### src/hdl/tts_pkg.sv
// ----------------------------------------------------------------------------
// Tiled texture swizzle package
// Shared types, constants and the pixel format conversion of the swizzle core.
// ----------------------------------------------------------------------------
`default_nettype none

package tts_pkg;

   // Largest supported image side, as a power-of-two exponent.
   localparam int MAX_DIM_LOG2 = 6;
   localparam int MIN_DIM_LOG2 = 3;

   // Pixel store geometry and counter widths.
   localparam int ADDR_W  = 2 * MAX_DIM_LOG2;
   localparam int CNT_W   = ADDR_W + 1;
   localparam int LOG_W   = $clog2(MAX_DIM_LOG2 + 1);
   localparam int PIXEL_W = 32;
   localparam int TEXEL_W = 16;
   localparam int DST_W   = 12;
   localparam int TILE_LOG2 = 3;

   // Configuration port.
   localparam int CSR_INDEX_W = 1;
   localparam int CSR_DATA_W  = 3;
   localparam logic [CSR_INDEX_W-1:0] CSR_WIDTH_LOG2  = 1'd0;
   localparam logic [CSR_INDEX_W-1:0] CSR_HEIGHT_LOG2 = 1'd1;
   localparam logic [CSR_DATA_W-1:0]  CSR_DIM_RESET   = 3'd6;

   // Transaction modes.
   localparam logic MODE_LOAD = 1'b0;
   localparam logic MODE_EMIT = 1'b1;

   typedef struct packed {
      logic               mode;
      logic [PIXEL_W-1:0] pixel;
   } req_type;

   typedef struct packed {
      logic [TEXEL_W-1:0] texel;
      logic [DST_W-1:0]   dst_index;
      logic               last;
   } rsp_type;

   // Command from the sequencer to the store and the result path.
   typedef struct packed {
      logic              wr_en;
      logic              rd_en;
      logic [ADDR_W-1:0] addr;
      logic [DST_W-1:0]  dst_index;
      logic              last;
   } mem_cmd_type;

   // Out-of-range size codes saturate to the supported range.
   function automatic logic [LOG_W-1:0] clamp_log2(input logic [CSR_DATA_W-1:0] v);
      logic [LOG_W:0] ve;
      ve = (LOG_W + 1)'(v);
      if (ve < (LOG_W + 1)'(MIN_DIM_LOG2)) begin
         return LOG_W'(MIN_DIM_LOG2);
      end else if (ve > (LOG_W + 1)'(MAX_DIM_LOG2)) begin
         return LOG_W'(MAX_DIM_LOG2);
      end
      return LOG_W'(ve);
   endfunction

   // ABGR8888 to RGBA5551; alpha bit is set by any nonzero source alpha.
   function automatic logic [TEXEL_W-1:0] to_rgba5551(input logic [PIXEL_W-1:0] p);
      return {p[7:3], p[15:11], p[23:19], |p[31:24]};
   endfunction

endpackage

`default_nettype wire

### src/hdl/tts_seq.sv
// ----------------------------------------------------------------------------
// Tiled texture swizzle sequencer
// Size registers, load and emit counters, and the tiled source address.
// ----------------------------------------------------------------------------
`default_nettype none

module tts_seq (
   input  wire logic                               clock,
   input  wire logic                               reset,
   input  wire logic                               csr_write_en,
   input  wire logic [tts_pkg::CSR_INDEX_W-1:0]    csr_index,
   input  wire logic [tts_pkg::CSR_DATA_W-1:0]     csr_wdata,
   input  wire logic                               accept,
   input  wire logic                               mode,
   output      tts_pkg::mem_cmd_type               cmd
);
   import tts_pkg::*;

   logic [CSR_DATA_W-1:0] width_log2_ff,  width_log2_in;
   logic [CSR_DATA_W-1:0] height_log2_ff, height_log2_in;
   logic [CNT_W-1:0]      load_count_ff,  load_count_in;
   logic [CNT_W-1:0]      emit_count_ff,  emit_count_in;

   logic [LOG_W-1:0]      wl, hl, trl;
   logic [LOG_W:0]        dim_sum;
   logic [CNT_W-1:0]      total;
   logic                  full, is_last, do_load, do_emit;
   logic [5:0]            k;
   logic [CNT_W-7:0]      t, tile_x, tile_y;
   logic [2:0]            mx, my;
   logic [ADDR_W-1:0]     x, y, ymir, height, src;

   assign wl     = clamp_log2(width_log2_ff);
   assign hl     = clamp_log2(height_log2_ff);
   // The exponent sum reaches 12, so it needs one bit more than either term.
   assign dim_sum = {1'b0, wl} + {1'b0, hl};
   assign total  = CNT_W'(1) << dim_sum;
   assign full   = (load_count_ff == total);
   assign is_last = (emit_count_ff == total - CNT_W'(1));

   assign do_load = accept && (mode == MODE_LOAD) && !full;
   assign do_emit = accept && (mode == MODE_EMIT) && full && (emit_count_ff < total);

   // Tile-major position with Morton order inside the 8x8 tile.
   assign k      = emit_count_ff[5:0];
   assign t      = emit_count_ff[CNT_W-1:6];
   assign trl    = wl - LOG_W'(TILE_LOG2);
   assign tile_x = t & ((CNT_W-6)'(1) << trl) - (CNT_W-6)'(1);
   assign tile_y = t >> trl;
   assign mx     = {k[4], k[2], k[0]};
   assign my     = {k[5], k[3], k[1]};
   assign x      = ADDR_W'({tile_x, mx});
   assign y      = ADDR_W'({tile_y, my});
   assign height = ADDR_W'(CNT_W'(1) << hl);
   assign ymir   = height - ADDR_W'(1) - y;
   assign src    = x + (ymir << wl);

   always_comb begin
      cmd.wr_en     = do_load;
      cmd.rd_en     = do_emit;
      cmd.addr      = do_load ? load_count_ff[ADDR_W-1:0] : src;
      cmd.dst_index = DST_W'(emit_count_ff);
      cmd.last      = is_last;
   end

   always_comb begin
      width_log2_in  = width_log2_ff;
      height_log2_in = height_log2_ff;
      load_count_in  = load_count_ff;
      emit_count_in  = emit_count_ff;
      if (csr_write_en) begin
         unique case (csr_index)
            CSR_WIDTH_LOG2:  width_log2_in  = csr_wdata;
            CSR_HEIGHT_LOG2: height_log2_in = csr_wdata;
            default:         width_log2_in  = width_log2_ff;
         endcase
         load_count_in = '0;
         emit_count_in = '0;
      end else if (do_load) begin
         load_count_in = load_count_ff + CNT_W'(1);
      end else if (do_emit) begin
         if (is_last) begin
            load_count_in = '0;
            emit_count_in = '0;
         end else begin
            emit_count_in = emit_count_ff + CNT_W'(1);
         end
      end
   end

   always_ff @(posedge clock) begin
      if (reset) begin
         width_log2_ff  <= CSR_DIM_RESET;
         height_log2_ff <= CSR_DIM_RESET;
         load_count_ff  <= '0;
         emit_count_ff  <= '0;
      end else begin
         width_log2_ff  <= width_log2_in;
         height_log2_ff <= height_log2_in;
         load_count_ff  <= load_count_in;
         emit_count_ff  <= emit_count_in;
      end
   end

   // A transaction never both writes and reads the store.
   assert property (@(posedge clock) disable iff (reset) !(cmd.wr_en && cmd.rd_en))
      else $error("store written and read by one transaction");

   // The final texel returns both counters to zero.
   assert property (@(posedge clock) disable iff (reset)
      cmd.rd_en && cmd.last && !csr_write_en |=> load_count_ff == '0 && emit_count_ff == '0)
      else $error("counters not cleared after final texel");

   // Counters stay inside the image.
   assert property (@(posedge clock) disable iff (reset)
      load_count_ff <= total && emit_count_ff < total)
      else $error("counter beyond image size");

endmodule

`default_nettype wire
### config.mk
export PLATFORM = sky130hd
export DESIGN_NAME = tts_seq
export DESIGN_NICKNAME = d
export VERILOG_FILES = /design/src/hdl/tts_pkg.sv /design/src/hdl/tts_seq.sv
export SDC_FILE = /design/constraint.sdc
export NUM_CORES = 1
export LEC_CHECK = 0
export BUFFER_PORTS_ARGS = -buffer_cell sky130_fd_sc_hd__clkbuf_2
export CORE_UTILIZATION = 65
export CTS_CLUSTER_DIAMETER = 60
export CTS_CLUSTER_SIZE = 40
export DETAILED_ROUTE_END_ITERATION = 8
export GPL_TIMING_DRIVEN = 0
export MAX_ROUTING_LAYER = met4
export PLACE_DENSITY = 0.9
export SLEW_MARGIN = 20
export SYNTH_ARGS = -nofsm -noshare
export SYNTH_HDL_FRONTEND = slang
export SYNTH_SLANG_ARGS = --single-unit
### constraint.sdc
create_clock -name clock -period 7.4 [get_ports clock]
set_input_delay 0.74 -clock clock [delete_from_list [all_inputs] [get_ports clock]]
set_output_delay 0.74 -clock clock [all_outputs]
set_load 0.01 [all_outputs]
After elaboration in Yosys (flattened, before gate mapping)
Cells that the tools add are included.
Widths: inputs -> output; s select.
Operators by class
  $add $sub $neg: 9
  $lt $le $gt $ge: 5
  equal/unequal tests: 2
  shifts and indexed selects: 5
  mux-type cells: 15
  bitwise gates (word level): 4
  reduce and logical (&&, ||, !) cells: 13
Operators by type and width (count)
  $mux 13: 4
  $add 13x1->13 const B: 2
  $eq 13x13->1: 2
  $mux 3: 6
  $lt 13x13->1: 1
  $shl 1x4->13 const A: 1
  $sub 13x1->13 const B: 1
  $add 10x12->12: 1
  $mux 12: 1
  $shl 1x3->12 const A: 1
  $shl 12x3->12: 1
  $sub 12x1->12 const B: 1
  $sub 12x10->12: 1
  $reduce_and 2->1: 4
  $and 7x7->7: 1
  $shl 1x3->7 const A: 1
  $shr 7x3->7: 1
  $sub 7x1->7 const B: 1
  $gt 3x3->1 const B: 2
  $lt 3x2->1 const B: 2
  $logic_and 1x1->1: 5
  $add 3x3->4: 1
  $mux 1: 4
  $reduce_bool 2->1: 2
  other kinds (4): 6
Word-level totals
  bits in registers: 32
  output and inout port bits: 27

Logic depth before layout (Yosys ltp)
Gate-level depths: netlist of run 1.
  word-level depth: 11
  depth in mapped cells: 24
  mapped depth without buffers: 22

Worst setup path before layout of run 1
OpenSTA, ideal clock, no wires.
  path kind: reg2out
  start point: register width_log2_ff[2]
  end point: output cmd[24] (netlist bit)
  arrival time: 4580 ps
  required time: 6660 ps
  setup slack: 2080 ps
  cell stages (with the launch flop): 20
  path buffers: 2
  cells stage by stage: dfxtp_1 > clkbuf_1 > nand2_1 > clkbuf_1 > ha_1 > xor2_1 > mux4_2 > ha_1 > o21a_1 > o31a_1 > a21oi_1 > a211oi_1 > a21oi_1 > mux2_2 > ha_1 > and3_1 > a2111oi_0 > nor2_1 > xnor2_1 > a21oi_1
RTL lines
  start: declaration: line tts_seq.sv:19  | logic [CSR_DATA_W-1:0] width_log2_ff, width_log2_in;
  start signal: assignment: line tts_seq.sv:98  | width_log2_ff <= width_log2_in;
  end: declaration: line tts_seq.sv:15  | output tts_pkg::mem_cmd_type cmd

Worst setup path after layout of run 1
  start point: register width_log2_ff[2]
  end point: output cmd[0] (netlist bit)
Between the ends
  cells in the longest elaborated chain, start to end: 8
  elaborated cells on any way between the ends: 10
Ends and longest elaborated chain
  $gt 3x3->1: line tts_pkg.sv:59  | end else if (ve > (LOG_W + 1)'(MAX_DIM_LOG2)) begin
  $mux 1: line tts_pkg.sv:59
  $mux 1: line tts_pkg.sv:57  | if (ve < (LOG_W + 1)'(MIN_DIM_LOG2)) begin
  $mux 3 *: line tts_pkg.sv:62  | return LOG_W'(ve);
  $add 3x3->4 *: line tts_seq.sv:36  | assign dim_sum = {1'b0, wl} + {1'b0, hl};
  $shl 1x4->13 *: line tts_seq.sv:37  | assign total = CNT_W'(1) << dim_sum;
  $sub 13x1->13 *: line tts_seq.sv:39  | assign is_last = (emit_count_ff == total - CNT_W'(1));
  $eq 13x13->1 *: line tts_seq.sv:39
Every way passes the cells marked *; elsewhere a longest branch is shown, timed or not.

==> results of run 1 <==
==> cell families after synthesis <==
logic type / after synthesis / synth area share
AOI/OAI and AO/OA: 175 / 0.258
xor gates and xnor gates: 36 / 0.0724
adders and majority gates: 46 / 0.132
buffers and inverters: 84 / 0.0887
DFF: 32 / 0.144
muxes: 18 / 0.0443
other: 2 / 0.00168
and+or+nand+nor: 230 / 0.259
==> registers in the layout (all words and copies together) (netlist names) <==
name / count
load_count_ff: 13
width_log2_ff: 3
height_log2_ff: 3
emit_count_ff: 13
==> final timing paths <==
check | start | endpoint | slack (ns)
worst max register to register | width_log2_ff[2] | load_count_ff[11] | 1.09
worst min register to register | height_log2_ff[0] | height_log2_ff[0] | 0.52
worst max-delay path | width_log2_ff[2] | cmd[0] | 0.68
worst min-delay path | height_log2_ff[0] | height_log2_ff[0] | 0.52
==> metrics by stage <==
stage	hold slack [ns]	utilization	cell area, um2	total power [mW]
after CTS	0.518	0.749	4860	0.641
after detailed placement	0.507	0.732	4760	0.473
after global routing	0.543	0.749	4860	0.682
after floorplan	0.444	-	4490	0.402
final	0.516	0.749	4860	0.649
after global placement	0.493	0.732	4760	0.463
==> where the power goes <==
group / total (mW) / switching (mW) / internal, mW
combinational: 0.302 / 0.186 / 0.116
clock: 0.168 / 0.0684 / 0.0999
sequential: 0.178 / 0.00337 / 0.175
==> cell usage in the layout, fill, tap and decap left out, drive strengths merged, types with 10 or more instances in the layout <==
master / n
buf: 24
nor2b: 11
a21oi: 41
xor2: 10
nand2: 53
ha: 43
nand3: 24
nand2b: 19
xnor2: 26
mux2i: 13
nor2: 58
a21o: 10
or3: 13
inv: 34
nor3: 11
o21ai: 45
dfxtp: 32
clkbuf: 67
==> cell type report <==
type / instances / area share
Clock buffer: 6 / 0.0149
Buffer: 50 / 0.0550
Inverter: 34 / 0.0262
Clock inverter: 2 / 0.00720
Timing Repair Buffer: 35 / 0.0360
Multi-Input combinational cell: 514 / 0.709
Sequential cell: 32 / 0.132
Tap cell: 77 / 0.0198
==> cell usage after synthesis (5+ instances only) <==
master,instances
a211oi_1,7
a21o_1,10
a21oi_1,39
a31oi_1,6
and2_1,5
and3_1,5
buf_4,16
clkbuf_1,26
dfxtp_1,32
ha_1,43
inv_1,33
mux2i_1,13
nand2_1,53
nand2b_1,19
nand3_1,24
nand4_1,8
nor2_1,58
nor2b_1,11
nor3_1,11
nor4_1,6
o211ai_1,9
o21a_1,6
o21ai_0,42
o22ai_1,7
o31ai_1,7
or3_1,12
or4_1,8
xnor2_1,26
xor2_1,9
==> metal layers <==
layer,global-route usage,part of all wire,vias to the layer above
met3,0.0370,0.093,74
li1,-,-,2338
met5,-,0,-
met1,0.461,0.39,2237
met4,0.194,0.049,0
met2,0.622,0.47,325
==> critical path, stage by stage (launching register included) <==
cell and delay (ns):
dfxtp_1 0.33, clkbuf_1 0.35, nand2_1 0.15, clkbuf_1 0.30
ha_1 0.34, ha_1 0.27, a21oi_4 0.32, xnor2_1 0.19
clkbuf_1 0.38, clkbuf_1 0.39, nor2_1 0.15, nand2_1 0.13
ha_1 0.15, clkbuf_1 0.37, nor2_1 0.12, and2_1 0.17
mux2_2 0.29, a211oi_1 0.32, nor2_1 0.08, a2111oi_0 0.40
o2111a_1 0.26, buf_4 0.10, clkbuf_2 0.11
==> impl_metrics.yaml, run 1 <==
outcome:
  status: "finished, violations left"
  violations: "DRC"
worst_setup_path:
  crit_path_max_fanout: 13
  endpoint_kind: "output pin"
  cp_data_arrival_time_ns: 5.98
  startpoint_type: "flip-flop"
  worstPathRequired_ns: 6.66
  r2r_cells: 21
  worst-setup-path-type: "reg -> out"
timing:
  worst_pin_slew_ns: 0.675
  setup-violations-final: 0
  hold_viol_final: 0
  fmaxAchievable_ghz: 0.149
  final.min_clock_period_ns: 6.72
  layout_setup_ws_ns: 0.680
  timing.slew.headroom: 0.544
  fin_setup_tns_ns: 0
  clock_skew_ns: 0.00448
  rsz0062_at_grt: "no"
  timing.final.crit_share: 0.908
  slew_violations: 0
floorplan:
  boundaryPins: 36
  dieArea_mm2: 0.00720
  die_width_um: 84.8
  rows: 29
  fp.coreArea_mm2: 0.00649
  fp.dieH_um: 84.8
  start_util: 0.687
synthesis:
  yosysWarnings: 0
  async_flop_share: 0
  synth_edf_count: 0
  synth_top_cell_by_area: "dfxtp_1"
  ys_ff_latch: 32
  seq_area_frac_synth: 0.144
  synth_top_area_frac: 0.144
  yosysUniqueCellTypes: 67
  synthFlopType: "dfxtp_1"
  synthTopCellsByArea: "dfxtp_1, ha_1, xnor2_1"
  syn_inst: 623
  avgSynthCellArea_um2: 7.16
  syn_area_mm2: 0.00446
placed_design:
  place_inst: 742
  io_buffers: 35
  place_congestion: 0.988
  post-place-ws_ns: 1.20
  dpl.hpwl_um: 9870
power:
  power.static_leakage_nw: 1.98
  ir_drop_mv: 0.0809
  power_density_mw_per_mm2: 133
route:
  vias_per_cell: 6.63
  post_drt_wl_per_cell_um: 17.3
  drc_errors: 1
  routed_wl_um: 13000
  via_count: 4974
  drtIter0Drc: 463
  drtAntennaViolNets: 0
  drtPass1Iterations: 8
global_routing:
  track_usage: 0.378
  grt_pass1_vias: 4551
  gr-total-overflow: 0
  grt_max_degree: 14
  grt_first_pass_wirelength_um: 21200
  grt_antenna_before_repair: 0
layout:
  final_cells: 750
  fill_cells: 515
  final_nets: 726
  area_growth_pct: 9.09
  multiInputGateArea_mm2: 0.00345
  diodes: 0
  seq_area_um2: 641
  layout-drive-gt1-share: 0.119
clocking:
  ctsResizeCount: 0
  cts_max_level: 2
  clk-insertion-delay-late_ns: 0.29
  cts-root-buf: "clkbuf_8"
  numCtsBuffers: 5
  cts_setup_buffers: 0
  cts_tree: "done"
  clkTransAtPathRegs_ns: 0.07
  cts_hold_buf: 0
  clock_path_buffers: 2
  clock_sink_count: 32
hold_path:
  hold_path_depth: 2
  hold_path.class: "reg -> reg"
run:
  drv_cap: 0
(Power assumes the default switching activity.)
==> run 2: changes to the inputs <==
REMOVE_ABC_BUFFERS = 1   (was default)
==> run 2 against run 1 <==
Net effect:
- the flow still finishes with violations (DRC)
- clock power increased by 5%
- combinational power shrank 4%
- utilization is 3.6 points lower
- flip-flop and latch count stayed put
- register-to-register slack improved by 0.08 ns
==> impl_metrics.yaml, run 2 (synthesis results as in run 1) <==
outcome:
  status: "finished, violations left"
  violations: "DRC"
floorplan:
  boundaryPins: 36
  die_width_um: 84.8
  fp.dieH_um: 84.8
  dieArea_mm2: 0.00720
  fp.coreArea_mm2: 0.00649
  rows: 29
  start_util: 0.687
layout:
  reg_top3: "emit_count_ff x13, load_count_ff x13"
  seq_area_um2: 642
  mostFrequentLayoutCells: "nor2_1, nand2_1, ha_1"
  final_nets: 677
  diodes: 0
  area_growth_pct: 3.87
  final_cells: 701
  multiInputGateArea_mm2: 0.00347
  layout-drive-gt1-share: 0.103
  final_common_cell: "nor2_1"
  final_area_mm2: 0.00463
  fill_cells: 550
clocking:
  clkTransAtPathRegs_ns: 0.08
  numCtsBuffers: 5
  clock_path_buffers: 2
  cts_tree: "done"
  clk-insertion-delay-late_ns: 0.30
  cts-root-buf: "clkbuf_8"
  clock_sink_count: 32
  cts_max_level: 2
timing:
  holdWs_ns: 0.522
  worst_pin_slew_ns: 1.02
  slew_violations: 0
  clock_skew_ns: 0.00987
  fin_setup_tns_ns: 0
  timing.final.crit_share: 0.924
  hold_viol_final: 0
  rsz0062_at_grt: "no"
  fmaxAchievable_ghz: 0.146
  timing.slew.headroom: 0.315
  setup-violations-final: 0
  final.min_clock_period_ns: 6.84
placed_design:
  place_inst: 693
  place_area_mm2: 0.00451
  place_congestion: 0.997
  io_buffers: 35
  dpl.hpwl_um: 9010
route:
  via_count: 4698
  drtAntennaViolNets: 0
  drtPass1Iterations: 7
  vias_per_cell: 6.70
  post_drt_wl_per_cell_um: 17.6
  drtIter0Drc: 368
  routed_wl_um: 12300
  drc_errors: 1
global_routing:
  grt_use_met3: 0.0516
  gr-total-overflow: 0
  gr-usage-met1: 0.419
  grt_pass1_vias: 4373
  grtUsageMet2: 0.602
  track_usage: 0.357
  grt_max_degree: 26
  grt_first_pass_wirelength_um: 20100
  grt_antenna_before_repair: 0
  grt-busiest-layer: "met2"
worst_setup_path:
  worst-setup-path-type: "reg -> out"
  crit_path_max_fanout: 16
  endpoint_kind: "output pin"
  cp_data_arrival_time_ns: 6.10
  worstPathRequired_ns: 6.66
  startpoint_type: "flip-flop"
  r2r_cells: 15
run:
  drv_cap: 0
power:
  ir_drop_mv: 0.0789
  power.static_leakage_nw: 1.84
  power_density_mw_per_mm2: 140
hold_path:
  hold_path_depth: 2
  hold_path.class: "reg -> reg"
[run 2: changes by cell type in the layout (fill, tap and decap cells not counted), sizes merged]
cell	before	now
clkinvlp	0	1
buf	24	1
clkbuf	67	40
[run 2: final timing paths]
path	from	endpoint	slack [ns]
max	width_log2_ff[1]	cmd[24]	0.56
min	height_log2_ff[0]	height_log2_ff[0]	0.52
max reg2reg	width_log2_ff[1]	load_count_ff[12]	1.17
min reg2reg	height_log2_ff[0]	height_log2_ff[0]	0.52
[run 2: worst max-delay path: stages (launching register included)]
cell,delay (ns)
dfxtp_1,0.61
nand2b_1,0.19
nand2_1,0.33
ha_1,0.42
xor2_2,0.52
mux4_2,0.60
ha_1,0.27
o31ai_1,0.35
a21boi_0,0.57
nand2_1,0.11
nand2_1,0.07
o21ai_0,0.06
o21ai_0,0.22
ha_1,0.34
nand3_1,0.10
nor2_1,0.04
a2111oi_0,0.41
nor2_1,0.10
xnor2_1,0.16
a21oi_1,0.17
clkbuf_2,0.15
[run 2: report_power, final]
part / internal (mW) / switching (mW) / total (mW)
clock network: 0.0997 / 0.0763 / 0.176
logic: 0.110 / 0.181 / 0.290
registers: 0.175 / 0.00601 / 0.181
[run 2: stage by stage]
step           power, mW  utilization  worst slack, ns
2_1_floorplan      0.390            -             1.67
3_3_place_gp       0.450        0.691            0.829
3_5_place_dp       0.462        0.695            0.561
4_1_cts            0.637        0.712            0.217
5_1_grt            0.679        0.713           0.0436
6_report           0.647        0.713            0.559
[run 2: per-layer routing]
layer  vias to the layer above  wire length [um]
met3                        64              1120
met4                         0               497
met2                       273              5830
li1                       2228                 -
met5                         -                 0
met1                      2133              4870
[run 2: layout make-up]
type / count / area share
clock buffers: 5 / 0.0149
clock inverters: 3 / 0.00918
inverters: 34 / 0.0276
multi-input cells: 514 / 0.749
flip-flops and latches: 32 / 0.139
well taps: 77 / 0.0208
repair buffers: 36 / 0.0402
[run 2: what timing repair did]
action                                  in CTS  in global routing
endpoints found under the setup margin       0                  1
gates resized for setup                      0                  2
hold buffers                                 0                  0
setup buffers                                0                  0
==> run 3: changes to the inputs <==
PLACE_DENSITY = 0.93   (was 0.9)
==> run 3 against run 2 <==
Net effect:
- the run still ends with DRC left
- first-iteration DRC count fell by 13%
- combinational power down 2%
- clock skew increased by 0.0018 ns
- utilization shrank 0.13 points
- global-route usage fell by 1.1 points
- cell count down 0.14%
- total power decreased by 0.46%
- sequential power about the same
- via count shrank 1.7%
- maximum frequency shrank 0.72%
- critical path depth decreased by 1
- hold slack got worse by 0.020 ns
- critical path type unchanged
- largest power group unchanged
==> impl_metrics.yaml, run 3 (synthesis results as in run 1) <==
worst_setup_path:
  critical_path_depth: 19
  worst-setup-path-type: "reg -> out"
  endpoint_kind: "output pin"
  crit_family: "compound AO/OA/AOI/OAI gates"
  cp_slowest_stage_delay_ns: 0.78
  worst-path-buf-inv: 1
  worstPathRequired_ns: 6.66
  startpoint_type: "flip-flop"
  r2r_cells: 16
  crit_slowest_cell: "dfxtp_1"
  path_cells: "nand2_1 > ha_1 > xor2_2 > mux4_2 > ha_1 > o31ai_1 > a21boi_0 > nand2_1 > nand2_1 > o21ai_0 > o21ai_0 > ha_1 > nand3_1 > nor2_1 > a2111oi_0 > nor2_1 > xnor2_1 > a21oi_1 > clkbuf_2"
  crit_path_max_fanout: 20
  cp_data_arrival_time_ns: 6.15
power:
  ir_drop_mv: 0.0879
  power.static_leakage_nw: 1.84
  sw_frac_of_total: 0.405
  power_density_mw_per_mm2: 139
  pwr-share-clk: 0.278
  power.share.sequential: 0.281
  p_comb_frac: 0.441
  p_int_mw: 0.383
  p_sw_mw: 0.260
clocking:
  cts-root-buf: "clkbuf_8"
  cts_hold_buf: 0
  clock_sink_count: 32
  clk-insertion-delay-late_ns: 0.30
  numCtsBuffers: 5
  clkTransAtPathRegs_ns: 0.08
  clock_path_buffers: 2
  cts_max_level: 2
  cts_tree: "done"
route:
  vias_per_cell: 6.60
  drtPass1Iterations: 7
  via_count: 4618
  routed_wl_um: 11900
  drtIter0Drc: 321
  post_drt_wl_per_cell_um: 17.0
  drtAntennaViolNets: 0
  drc_errors: 1
global_routing:
  grt_pass1_vias: 4297
  grt_first_pass_wirelength_um: 19800
  grt_antenna_before_repair: 0
  grt_max_degree: 26
  gr-total-overflow: 0
  track_usage: 0.347
timing:
  holdWs_ns: 0.502
  rsz0062_at_grt: "no"
  hold_viol_final: 0
  slew_violations: 0
  clock_skew_ns: 0.0117
  worst_pin_slew_ns: 1.03
  fmaxAchievable_ghz: 0.145
  final.min_clock_period_ns: 6.89
  timing.slew.headroom: 0.307
  timing.final.crit_share: 0.931
  fin_setup_tns_ns: 0
  setup-violations-final: 0
layout:
  final_common_cell: "nor2_1"
  reg_top3: "emit_count_ff x13, load_count_ff x13"
  layout-drive-gt1-share: 0.0995
  final_area_mm2: 0.00462
  area_growth_pct: 3.68
  diodes: 0
  final_nets: 676
  mostFrequentLayoutCells: "nor2_1, nand2_1, ha_1"
  fill_cells: 547
floorplan:
  boundaryPins: 36
  fp.coreArea_mm2: 0.00649
  fp.dieH_um: 84.8
  dieArea_mm2: 0.00720
  rows: 29
  start_util: 0.687
  die_width_um: 84.8
outcome:
  status: "finished, violations left"
  violations: "DRC"
hold_path:
  hold_path.class: "reg -> reg"
  hold_path_depth: 2
placed_design:
  place_congestion: 0.969
  dpl.hpwl_um: 8850
  place_area_mm2: 0.00450
  io_buffers: 35
run:
  drv_cap: 0
run 3: stage by stage:
stage	worst slack, ns	utilization	cells	total power, mW
floorplan	1.67	-	580	0.390
detailed placement	0.724	0.693	692	0.459
global route	0.0123	0.712	700	0.678
CTS	0.408	0.711	700	0.635
finish	0.510	0.712	700	0.644
global placement	0.830	0.691	692	0.449
run 3: path summary, 6_finish.rpt:
| kind | from | endpoint | slack, ns |
|---|---|---|---|
| hold / removal | height_log2_ff[0] | height_log2_ff[0] | 0.50 |
| hold reg to reg | height_log2_ff[0] | height_log2_ff[0] | 0.50 |
| setup reg to reg | width_log2_ff[2] | load_count_ff[12] | 1.13 |
| setup / recovery | width_log2_ff[2] | cmd[24] | 0.51 |
run 3: cell type report:
class | count | area, um2 | area share
clock buffers | 5 | 68.8 | 0.0149
clock inverters | 3 | 46.3 | 0.0100
inverters | 34 | 128 | 0.0276
multi-input cells | 514 | 3470 | 0.750
flip-flops and latches | 32 | 641 | 0.139
well taps | 77 | 96.3 | 0.0208
repair buffers | 35 | 175 | 0.0379
run 3: metal layers:
metal	vias up	routed length, um	global-route usage
li1	2229	-	-
met1	2102	4950	0.434
met2	240	5620	0.575
met3	47	914	0.0340
met4	0	434	0.143
met5	-	0	-
run 3: power by group through the flow:
stage / combinational, mW / sequential [mW] / clock, mW
floorplan: 0.207 / 0.182 / 0
global placement: 0.265 / 0.184 / 0
detailed placement: 0.274 / 0.184 / 0
CTS: 0.276 / 0.180 / 0.178
global route: 0.310 / 0.181 / 0.187
finish: 0.284 / 0.181 / 0.179
run 3: worst reg2reg max path, delay by kind of cell, from the launching register on:
kind / cells / cell delay, ns
buffers and inverters: 1 / 0.20
DFF: 1 / 0.78
xor gates and xnor gates: 1 / 0.35
and+or+nand+nor: 6 / 1.79
AOI/OAI and AO/OA: 5 / 1.98
adders and majority gates: 3 / 1.03
run 3: repair_timing:
action,4_1_cts,5_1_grt
buffers inserted,0,0
resized for setup,0,1
endpoints found under the setup margin,0,1
